===== config.mk =====
export PLATFORM = sky130hd
export DESIGN_NAME = square_pulse_channel
export DESIGN_NICKNAME = d
export VERILOG_FILES = /design/src/rtl/spc_pkg.sv /design/src/rtl/spc_core.sv /design/src/rtl/square_pulse_channel.sv
export SDC_FILE = /design/constraint.sdc
export NUM_CORES = 1
export LEC_CHECK = 0
export BUFFER_PORTS_ARGS = -buffer_cell sky130_fd_sc_hd__buf_2
export CAP_MARGIN = 10
export CORE_MARGIN = 2
export CORE_UTILIZATION = 45
export DETAILED_ROUTE_END_ITERATION = 10
export GPL_TIMING_DRIVEN = 1
export PLACE_DENSITY = 0.68
export SETUP_SLACK_MARGIN = 0.3
export SLEW_MARGIN = 0
export SYNTH_ARGS = -nofsm -noshare
export SYNTH_HDL_FRONTEND = slang
export SYNTH_SLANG_ARGS = --single-unit

===== constraint.sdc =====
create_clock -name clk_i -period 4.1 [get_ports clk_i]
set_clock_uncertainty 0.05 [all_clocks]
set_input_delay 1.23 -clock clk_i [delete_from_list [all_inputs] [get_ports clk_i]]
set_output_delay 1.23 -clock clk_i [all_outputs]
set_load 0.02 [all_outputs]

===== src/rtl/spc_pkg.sv =====
// ----------------------------------------------------------------------------
// spc_pkg: shared types and constants of the square pulse channel
// Operation codes, register indexes, beat structs and the duty pattern table.
// ----------------------------------------------------------------------------
package spc_pkg;

  typedef enum logic [1:0] {
    ModeWrite   = 2'd0,
    ModeRead    = 2'd1,
    ModeTick    = 2'd2,
    ModeAdvance = 2'd3
  } spc_mode_e;

  typedef enum logic [1:0] {
    RegDuty     = 2'd0,
    RegEnvelope = 2'd1,
    RegPeriodLo = 2'd2,
    RegCtrl     = 2'd3
  } spc_reg_e;

  localparam int unsigned TimerW = 15;
  localparam int unsigned CalcW  = 17;  // headroom for subtract and reload

  localparam logic signed [11:0]       LevelHigh = 12'sd2000;
  localparam logic signed [11:0]       LevelLow  = -12'sd2000;
  localparam logic [11:0]              PeriodSpan = 12'd2048;
  localparam logic [6:0]               LengthFull = 7'd64;
  localparam logic [7:0]               ReadOpen   = 8'hFF;
  localparam logic signed [CalcW-1:0]  TimerMin   = -17'sd16384;
  localparam logic signed [CalcW-1:0]  TimerMax   = 17'sd16383;

  typedef struct packed {
    spc_mode_e  mode;
    spc_reg_e   reg_index;
    logic [7:0] write_data;
    logic [7:0] cycles;
  } spc_item_t;

  typedef struct packed {
    logic [7:0]        read_data;
    logic signed [11:0] sample;
    logic              channel_on;
  } spc_result_t;

  // Duty waveform, bit n is the level at step n.
  function automatic logic duty_bit(input logic [1:0] duty, input logic [2:0] step);
    logic [7:0] pat;
    case (duty)
      2'd0:    pat = 8'b1000_0000;
      2'd1:    pat = 8'b1000_0001;
      2'd2:    pat = 8'b1110_0001;
      default: pat = 8'b0111_1110;
    endcase
    return pat[step];
  endfunction

endpackage


===== src/rtl/spc_core.sv =====
// ----------------------------------------------------------------------------
// spc_core: channel state and per-beat update
// Applies one operation to the channel state and forms its result.
// ----------------------------------------------------------------------------
module spc_core (
  input  logic                 clk_i,
  input  logic                 rst_ni,
  input  logic                 fire_i,
  input  spc_pkg::spc_item_t   item_i,
  output spc_pkg::spc_result_t result_o
);

  logic                                  en_q, en_d;
  logic [1:0]                            duty_q, duty_d;
  logic [5:0]                            len_load_q, len_load_d;
  logic [6:0]                            len_cnt_q, len_cnt_d;
  logic                                  len_on_q, len_on_d;
  logic [10:0]                           period_q, period_d;
  logic signed [spc_pkg::TimerW-1:0]     timer_q, timer_d;
  logic [2:0]                            step_q, step_d;
  logic signed [11:0]                    level_q, level_d;

  logic [7:0]                            rd;
  logic [13:0]                           reload;
  logic signed [spc_pkg::CalcW-1:0]      t_sub, t_new;

  assign reload = {spc_pkg::PeriodSpan - {1'b0, period_q}, 2'b00};
  assign t_sub  = spc_pkg::CalcW'(timer_q) - $signed({9'd0, item_i.cycles});

  always_comb begin
    en_d       = en_q;
    duty_d     = duty_q;
    len_load_d = len_load_q;
    len_cnt_d  = len_cnt_q;
    len_on_d   = len_on_q;
    period_d   = period_q;
    timer_d    = timer_q;
    step_d     = step_q;
    level_d    = level_q;
    rd         = 8'd0;
    t_new      = t_sub;

    case (item_i.mode)
      spc_pkg::ModeWrite: begin
        case (item_i.reg_index)
          spc_pkg::RegDuty: begin
            duty_d     = item_i.write_data[7:6];
            len_load_d = item_i.write_data[5:0];
          end
          spc_pkg::RegPeriodLo: begin
            period_d[7:0] = item_i.write_data;
          end
          spc_pkg::RegCtrl: begin
            if (item_i.write_data[7]) begin
              en_d      = 1'b1;
              step_d    = 3'd0;
              len_cnt_d = (len_load_q == 6'd0) ? spc_pkg::LengthFull
                                               : spc_pkg::LengthFull - {1'b0, len_load_q};
            end
            len_on_d       = item_i.write_data[6];
            period_d[10:8] = item_i.write_data[2:0];
          end
          default: ;  // envelope register has no effect
        endcase
      end
      spc_pkg::ModeRead: begin
        case (item_i.reg_index)
          spc_pkg::RegDuty: rd = {duty_q, 6'd0};
          spc_pkg::RegCtrl: rd = {1'b0, len_on_q, 6'd0};
          default:          rd = spc_pkg::ReadOpen;
        endcase
      end
      spc_pkg::ModeTick: begin
        if (en_q && len_on_q && (len_cnt_q != 7'd0)) begin
          len_cnt_d = len_cnt_q - 7'd1;
          if (len_cnt_q == 7'd1) en_d = 1'b0;
        end
      end
      default: begin  // advance
        if (en_q) begin
          if (t_sub <= 0) begin
            level_d = spc_pkg::duty_bit(duty_q, step_q) ? spc_pkg::LevelHigh
                                                         : spc_pkg::LevelLow;
            t_new   = t_sub + $signed({3'd0, reload});
            step_d  = step_q + 3'd1;
          end
          if (t_new < spc_pkg::TimerMin) t_new = spc_pkg::TimerMin;
          if (t_new > spc_pkg::TimerMax) t_new = spc_pkg::TimerMax;
          timer_d = t_new[spc_pkg::TimerW-1:0];
        end
      end
    endcase
  end

  assign result_o.read_data  = rd;
  assign result_o.sample     = en_d ? level_d : 12'sd0;
  assign result_o.channel_on = en_d;

  always_ff @(posedge clk_i or negedge rst_ni) begin
    if (!rst_ni) begin
      en_q       <= 1'b0;
      duty_q     <= 2'd0;
      len_load_q <= 6'd0;
      len_cnt_q  <= 7'd0;
      len_on_q   <= 1'b0;
      period_q   <= 11'd0;
      timer_q    <= '0;
      step_q     <= 3'd0;
      level_q    <= 12'sd0;
    end else if (fire_i) begin
      en_q       <= en_d;
      duty_q     <= duty_d;
      len_load_q <= len_load_d;
      len_cnt_q  <= len_cnt_d;
      len_on_q   <= len_on_d;
      period_q   <= period_d;
      timer_q    <= timer_d;
      step_q     <= step_d;
      level_q    <= level_d;
    end
  end

endmodule


===== src/rtl/square_pulse_channel.sv =====
// ----------------------------------------------------------------------------
// square_pulse_channel: square-wave sound channel behind four byte registers
// Register writes, reads, length ticks and cycle advances, one result each.
// ----------------------------------------------------------------------------
//
//  channel | signals                                         | direction
//  --------+-------------------------------------------------+----------
//  input   | in_valid_i, in_ready_o, mode_i, reg_index_i,    | in
//          | write_data_i, cycles_i                          |
//  output  | out_valid_o, out_ready_i, read_data_o,          | out
//          | sample_o, channel_on_o                          |
//
// Each beat passes through the input register, then through the channel
// update into the result register.
// A new beat is accepted every cycle while results are taken.
// A stall on the output holds the result register, and backs up into the
// input register; the input side stays ready while that register is free.
// Reset clears all channel state and both valid flags at once.
//
module square_pulse_channel (
  input  logic               clk_i,
  input  logic               rst_ni,
  input  logic               in_valid_i,
  output logic               in_ready_o,
  input  logic [1:0]         mode_i,
  input  logic [1:0]         reg_index_i,
  input  logic [7:0]         write_data_i,
  input  logic [7:0]         cycles_i,
  output logic               out_valid_o,
  input  logic               out_ready_i,
  output logic [7:0]         read_data_o,
  output logic signed [11:0] sample_o,
  output logic               channel_on_o
);

  // Input stage
  logic                 item_valid_q, item_valid_d;
  spc_pkg::spc_item_t   item_q;
  // Result stage
  logic                 out_valid_q, out_valid_d;
  spc_pkg::spc_result_t res_q, res_d;

  logic advance;  // result stage can take a new beat
  logic fire;     // input stage beat is applied to the channel this cycle

  assign advance    = !out_valid_q || out_ready_i;
  assign fire       = item_valid_q && advance;
  assign in_ready_o = !item_valid_q || advance;

  always_comb begin
    item_valid_d = item_valid_q;
    if (in_ready_o) item_valid_d = in_valid_i;
    out_valid_d = out_valid_q;
    if (advance) out_valid_d = item_valid_q;
  end

  always_ff @(posedge clk_i or negedge rst_ni) begin
    if (!rst_ni) begin
      item_valid_q <= 1'b0;
      out_valid_q  <= 1'b0;
    end else begin
      item_valid_q <= item_valid_d;
      out_valid_q  <= out_valid_d;
    end
  end

  // Payload registers, no reset needed
  always_ff @(posedge clk_i) begin
    if (in_valid_i && in_ready_o) begin
      item_q.mode       <= spc_pkg::spc_mode_e'(mode_i);
      item_q.reg_index  <= spc_pkg::spc_reg_e'(reg_index_i);
      item_q.write_data <= write_data_i;
      item_q.cycles     <= cycles_i;
    end
    if (fire) res_q <= res_d;
  end

  // Channel state and update logic
  spc_core u_core (
    .clk_i    (clk_i),
    .rst_ni   (rst_ni),
    .fire_i   (fire),
    .item_i   (item_q),
    .result_o (res_d)
  );

  assign out_valid_o  = out_valid_q;
  assign read_data_o  = res_q.read_data;
  assign sample_o     = res_q.sample;
  assign channel_on_o = res_q.channel_on;

endmodule


# Word-level counts from Yosys, hierarchy flattened
# Cells that the tools add are included.
[word_totals] out_inout_bits=23 word_cells=98 inputBits=24 regBits=101
[op_classes] n_bitwise=2 n_reduce_logical=24 n_addsub=6 mux=33 order_cmp=4 eq_ne=10
[ops] cell="$mux 17" n=6
[ops] cell="$mux 12" n=4
[ops] cell="$mux 7" n=4
[ops] cell="$mux 8" n=3
[ops] cell="$pmux 8 s3" n=1
[ops] cell="$add 16x15->17" n=1
[ops] cell="$gt 17x15->1 const B" n=1
[ops] cell="$lt 17x15->1 const B" n=1
[ops] cell="$le 16x1->1 const B" n=1
[ops] cell="$pmux 8 s2" n=1
[ops] cell="$sub 15x9->16" n=1
[ops] cell="$mux 15" n=1
[ops] cell="$pmux 7 s2" n=1
[ops] cell="$mux 3" n=4
[ops] cell="$reduce_and 3->1" n=4
[ops] cell="$sub 12x11->12 const A" n=1
[ops] cell="$eq 2x2->1 const B" n=4
[ops] cell="$eq 7x1->1 const B" n=1
[ops] cell="$reduce_bool 7->1" n=1
[ops] cell="$sub 7x1->7 const B" n=1
[ops] cell="$sub 7x6->7 const A" n=1
[ops] cell="$logic_not 2->1" n=3
[ops] cell="$logic_not 6->1" n=1
[ops] cell="$pmux 3 s2" n=1
[ops] cell="17 further kinds" n=31

# Depth between registers and ports, before layout
[logic_depth] word_depth=11 ltp_mapped=19 depth_no_buf=18

# Hierarchy
# A second synthesis with hierarchy kept.
[unflattened] cells_unflattened=571 hier_area_um2=5900.7
[by_module_without_submodules] mod="spc_core" seq_area_each_um2=1451.4 area_each_um2=4565.6 cells_per_inst=522 n_inst=1
[by_module_without_submodules] mod="square_pulse_channel" seq_area_each_um2=1281.2 area_each_um2=1335.0 cells_per_inst=49 n_inst=1

# Worst setup path after synthesis
# OpenSTA, ideal clock, no wires.
[synth_timing] path_kind="reg2reg" start="reg u_core.timer_q[0] in the netlist's numbering" end="reg u_core.timer_q[9] in the netlist's numbering" path_stages_with_launch=20 setup_ns=0.159 t_required_ns=3.891 slack_ns=-0.337 t_arrival_ns=4.229 cell_sequence="dfrtp_1 inv_1 ha_1 inv_1 fa_1 a21o_1 a31oi_1 o211ai_1 xnor2_1 ha_1 and2_1 a22o_1 a311oi_1 nor2_1 a211oi_2 nand2_1 a221o_1 nor4_1 buf_6 a221oi_1"
[synth_via] elab_chain_len=11
[synth_lines] element="start, declared" line="spc_core.sv:19" source="logic signed [spc_pkg::TimerW-1:0] timer_q, timer_d;"
[synth_lines] element="start signal, assigned" line="spc_core.sv:117" source="timer_q <= timer_d;"
[synth_lines] element="$sub 15x9->16 *" line="spc_core.sv:28" source="assign t_sub = spc_pkg::CalcW'(timer_q) - $signed({9'd0, item_i.cycles});"
[synth_lines] element="$add 16x15->17 or $le 16x1->1 (tied branches)" line="spc_core.sv:84, spc_core.sv:81"
[synth_lines] element="$mux 17 *" line="spc_core.sv:81" source="if (t_sub <= 0) begin"
[synth_lines] element="$mux 17 *" line="spc_core.sv:80" source="if (en_q) begin"
[synth_lines] element="$mux 17 *" line="spc_core.sv:43" source="case (item_i.mode)"
[synth_lines] element="$lt 17x15->1" line="spc_core.sv:87" source="if (t_new < spc_pkg::TimerMin) t_new = spc_pkg::TimerMin;"
[synth_lines] element="$mux 17 *" line="spc_core.sv:87"
[synth_lines] element="$mux 17 *" line="spc_core.sv:80"
[synth_lines] element="$mux 17 *" line="spc_core.sv:43"
[synth_lines] element="$gt 17x15->1" line="spc_core.sv:88" source="if (t_new > spc_pkg::TimerMax) t_new = spc_pkg::TimerMax;"
[synth_lines] element="$mux 15 *" line="spc_core.sv:88"
# Every way passes the cells marked *; elsewhere a longest branch is shown, timed or not. The select of a mux whose other input is x is not followed.
# A chain may end at the register's enable or synchronous reset.

# Worst setup path after layout
[layout_timing] start="reg u_core.timer_q[0] in the netlist's numbering" end="reg u_core.timer_q[2] in the netlist's numbering"
# The elaborated chain is that of the path after synthesis.

==> flow_summary.ini <==
[final_layout]
stdcell_count = 810
final_area_mm2 = 0.00703
num-nets-final = 693
drive_gt1_frac = 0.317
antenna-diode-count = 0
nFillCells = 1069
syn_to_final_growth_pct = 23.0

[pwr]
p_int_mw = 3.44
pwr-share-comb = 0.607
p_switching_mw = 2.43
p_per_area_mw_per_mm2 = 835
sequentialPowerShare = 0.244
p_leak_nw = 3.07
swShare = 0.414
pwr-share-clk = 0.149
ir_worst_vdd_uv = 425

[routing]
viasPerCell = 5.57
wl_um = 13100
vias = 4515
dr.first_iter.drc_count = 293
drcViolationCount = 0
dr.pass1.iters = 5
wire_per_inst_um = 16.1
ant_nets = 0

[sta]
tightest_slew_ps = 1010
layout_setup_ws_ps = 17.5
period_share = 0.996
hold_viol_final = 0
fin_setup_tns_ps = 0
period_minus_slack_ps = 4080
finalHoldWorstSlack_ps = 423
rsz0062_at_grt = true
fmaxAchievable_mhz = 245
setup_viol = 0
max_slew_margin = 0.319
maxSlewViolCount = 0

[setup_path]
worstRegToRegCells = 20
startpoint = u_core.timer_q[0]
critPathKind = flip-flop to flip-flop
cp-end-kind = flip-flop
start_kind = flip-flop
crit_arrival_ps = 4230
rr_startpoint = u_core.timer_q[0]
worstReg2RegEnd = u_core.timer_q[2]
required_ps = 4240
endpoint = u_core.timer_q[2]
reg2reg_slack_ps = 20
crit_fanout = 6

[synthesis]
yosysSeqAreaShare = 0.452
yosysTopAreaCellShare = 0.263
ys_ff_latch = 96
yosysMostFrequentCell = dfrtp_1
synth.area.top_cells = dfrtp_1, edfxtp_1, ha_1
synth_area_per_cell_um2 = 10.6
syn-num-nets = 600
synth-edff-count = 36
ys_warn_count = 0
ys_types = 73
synth_cells = 540
synth_largest_area_cell = dfrtp_1
synthFlopType = dfrtp_1
syn-cell-area_mm2 = 0.00571
async_flop_share = 0.625
synthTopCellsByCount = dfrtp_1, nand2_1, nor2_1, edfxtp_1, ha_1

[placed_design]
dp_cells = 769
placed_area_mm2 = 0.00629
hpwl_um = 9050
portBuffers = 46
gp_congestion = 0.863
pre_cts_slack_ps = -476

[global_route]
use_met2 = 0.323
grt_use_met3 = 0.0389
grt_max_degree = 61
overflow = 0
antenna_found_initial = 0
grt_pass1_vias = 4374
use_met1 = 0.272
track_usage = 0.203
busiest_layer = met2
grt_first_pass_wirelength_um = 21500

[hold_path]
hold_class = flip-flop to flip-flop

[floorplanning]
die-area_mm2 = 0.0136
row_count = 41
fp.dieW_um = 117
die_y_um = 117
io_pins = 47
fp.coreArea_mm2 = 0.0125
start_util = 0.456

[clock_network]
cts_tree = built
clock_latency_ps = 350
cts_hold_buf = 0
cts_root_buf = clkbuf_16
cts_buffer_depth = 2
numCtsBuffers = 9
cts_sinks = 96
htree_levels = 3
path_clk_slew_ps = 70

[status]
status = completed

[job]
drv_cap = 0
how the worst min path moves through the flow:
stage / startpoint / to / slack (ps) / cells past startpoint
finish: u_core.level_q[8] / u_core.level_q[8] / 420 / 1
floorplan: u_core.level_q[4] / u_core.level_q[4] / 390 / 1
global route: u_core.level_q[6] / u_core.level_q[6] / 450 / 1
detailed placement: u_core.level_q[4] / u_core.level_q[4] / 410 / 1
global placement: u_core.level_q[4] / u_core.level_q[4] / 400 / 1
CTS: u_core.level_q[4] / u_core.level_q[4] / 430 / 1
repair_timing:
item | CTS | global route
setup endpoints to repair | 36 | 37
buffers inserted | 15 | 8
pin swaps | 21 | 7
gates cloned | 2 | 0
gates resized for setup | 36 | 18
cell families (layout without fill, tap and decap cells):
group / Yosys count / after routing / share of synthesized area
and+or+nand+nor: 169 / 170 / 0.158
AOI/OAI and AO/OA: 134 / 134 / 0.173
DFF: 96 / 96 / 0.452
buffers and inverters: 51 / 148 / 0.0427
adders and majority gates: 37 / 37 / 0.0832
xor gates and xnor gates: 32 / 32 / 0.0491
muxes: 21 / 21 / 0.0412
placed cells by master, fill, tap and decap left out, types with 9 or more instances in the layout:
cell / netlist / layout
nand2_1: 42 / 39
mux2_2: 20 / 20
dfrtp_1: 60 / 60
o21ai_0: 17 / 14
clkbuf_16: 0 / 9
and2_1: 12 / 11
buf_2: 3 / 46
nand3_1: 11 / 9
inv_1: 30 / 28
edfxtp_1: 36 / 36
a21oi_1: 29 / 25
a21o_1: 11 / 10
xnor2_1: 17 / 17
ha_1: 34 / 25
o21ai_1: 8 / 11
xor2_1: 15 / 15
nor3_1: 18 / 16
nor2_1: 38 / 38
buf_4: 5 / 52
final cells by class:
| type | count | area, um2 | share of cell area |
|---|---|---|---|
| Clock buffer | 10 | 239 | 0.0340 |
| Clock inverter | 6 | 76.3 | 0.0109 |
| Inverter | 30 | 113 | 0.0160 |
| Multi-Input combinational cell | 394 | 3140 | 0.446 |
| Sequential cell | 96 | 2580 | 0.368 |
| Tap cell | 172 | 215 | 0.0306 |
| Timing Repair Buffer | 102 | 666 | 0.0947 |
critical path: stages, from the launching register on:
cell	delay, ps
dfrtp_1	380
inv_2	70
ha_4	130
inv_2	30
fa_2	350
a21o_4	240
a31oi_4	200
o211ai_1	120
xnor2_1	240
ha_1	290
and2_4	160
a22o_1	200
a311oi_2	240
nor2_1	90
a211oi_2	140
buf_4	150
nand2_2	50
a221o_1	310
nor4_4	220
buf_6	200
a311oi_2	60
power groups by stage:
stage / clock network (mW) / logic (mW) / registers (mW)
floorplan: 0 / 2.15 / 1.36
global route: 0.932 / 3.85 / 1.46
finish: 0.877 / 3.56 / 1.43
detailed placement: 0 / 2.89 / 1.44
global placement: 0 / 2.80 / 1.42
CTS: 0.891 / 3.28 / 1.42
routing by layer:
metal  up-vias  routed length, um
li1       2167                  -
met1      2176               5720
met2       143               6280
met3        29                731
met4         0                327
met5         -                  0
registers in the layout (all words and copies together), names as in the netlist, 3 cells and up:
name,cells
u_core.step_q,3
u_core.len_load_q,6
u_core.period_q,11
sample_o,12
u_core.timer_q,15
item_q,20
read_data_o,3
u_core.level_q,12
u_core.len_cnt_q,7
stage by stage:
| stage | power, mW | util |
|---|---|---|
| after floorplan | 3.51 | - |
| after global placement | 4.23 | 0.502 |
| after detailed placement | 4.33 | 0.502 |
| after CTS | 5.59 | 0.550 |
| after global routing | 6.25 | 0.561 |
| final | 5.87 | 0.561 |
Power figures use the tool's default switching activity.
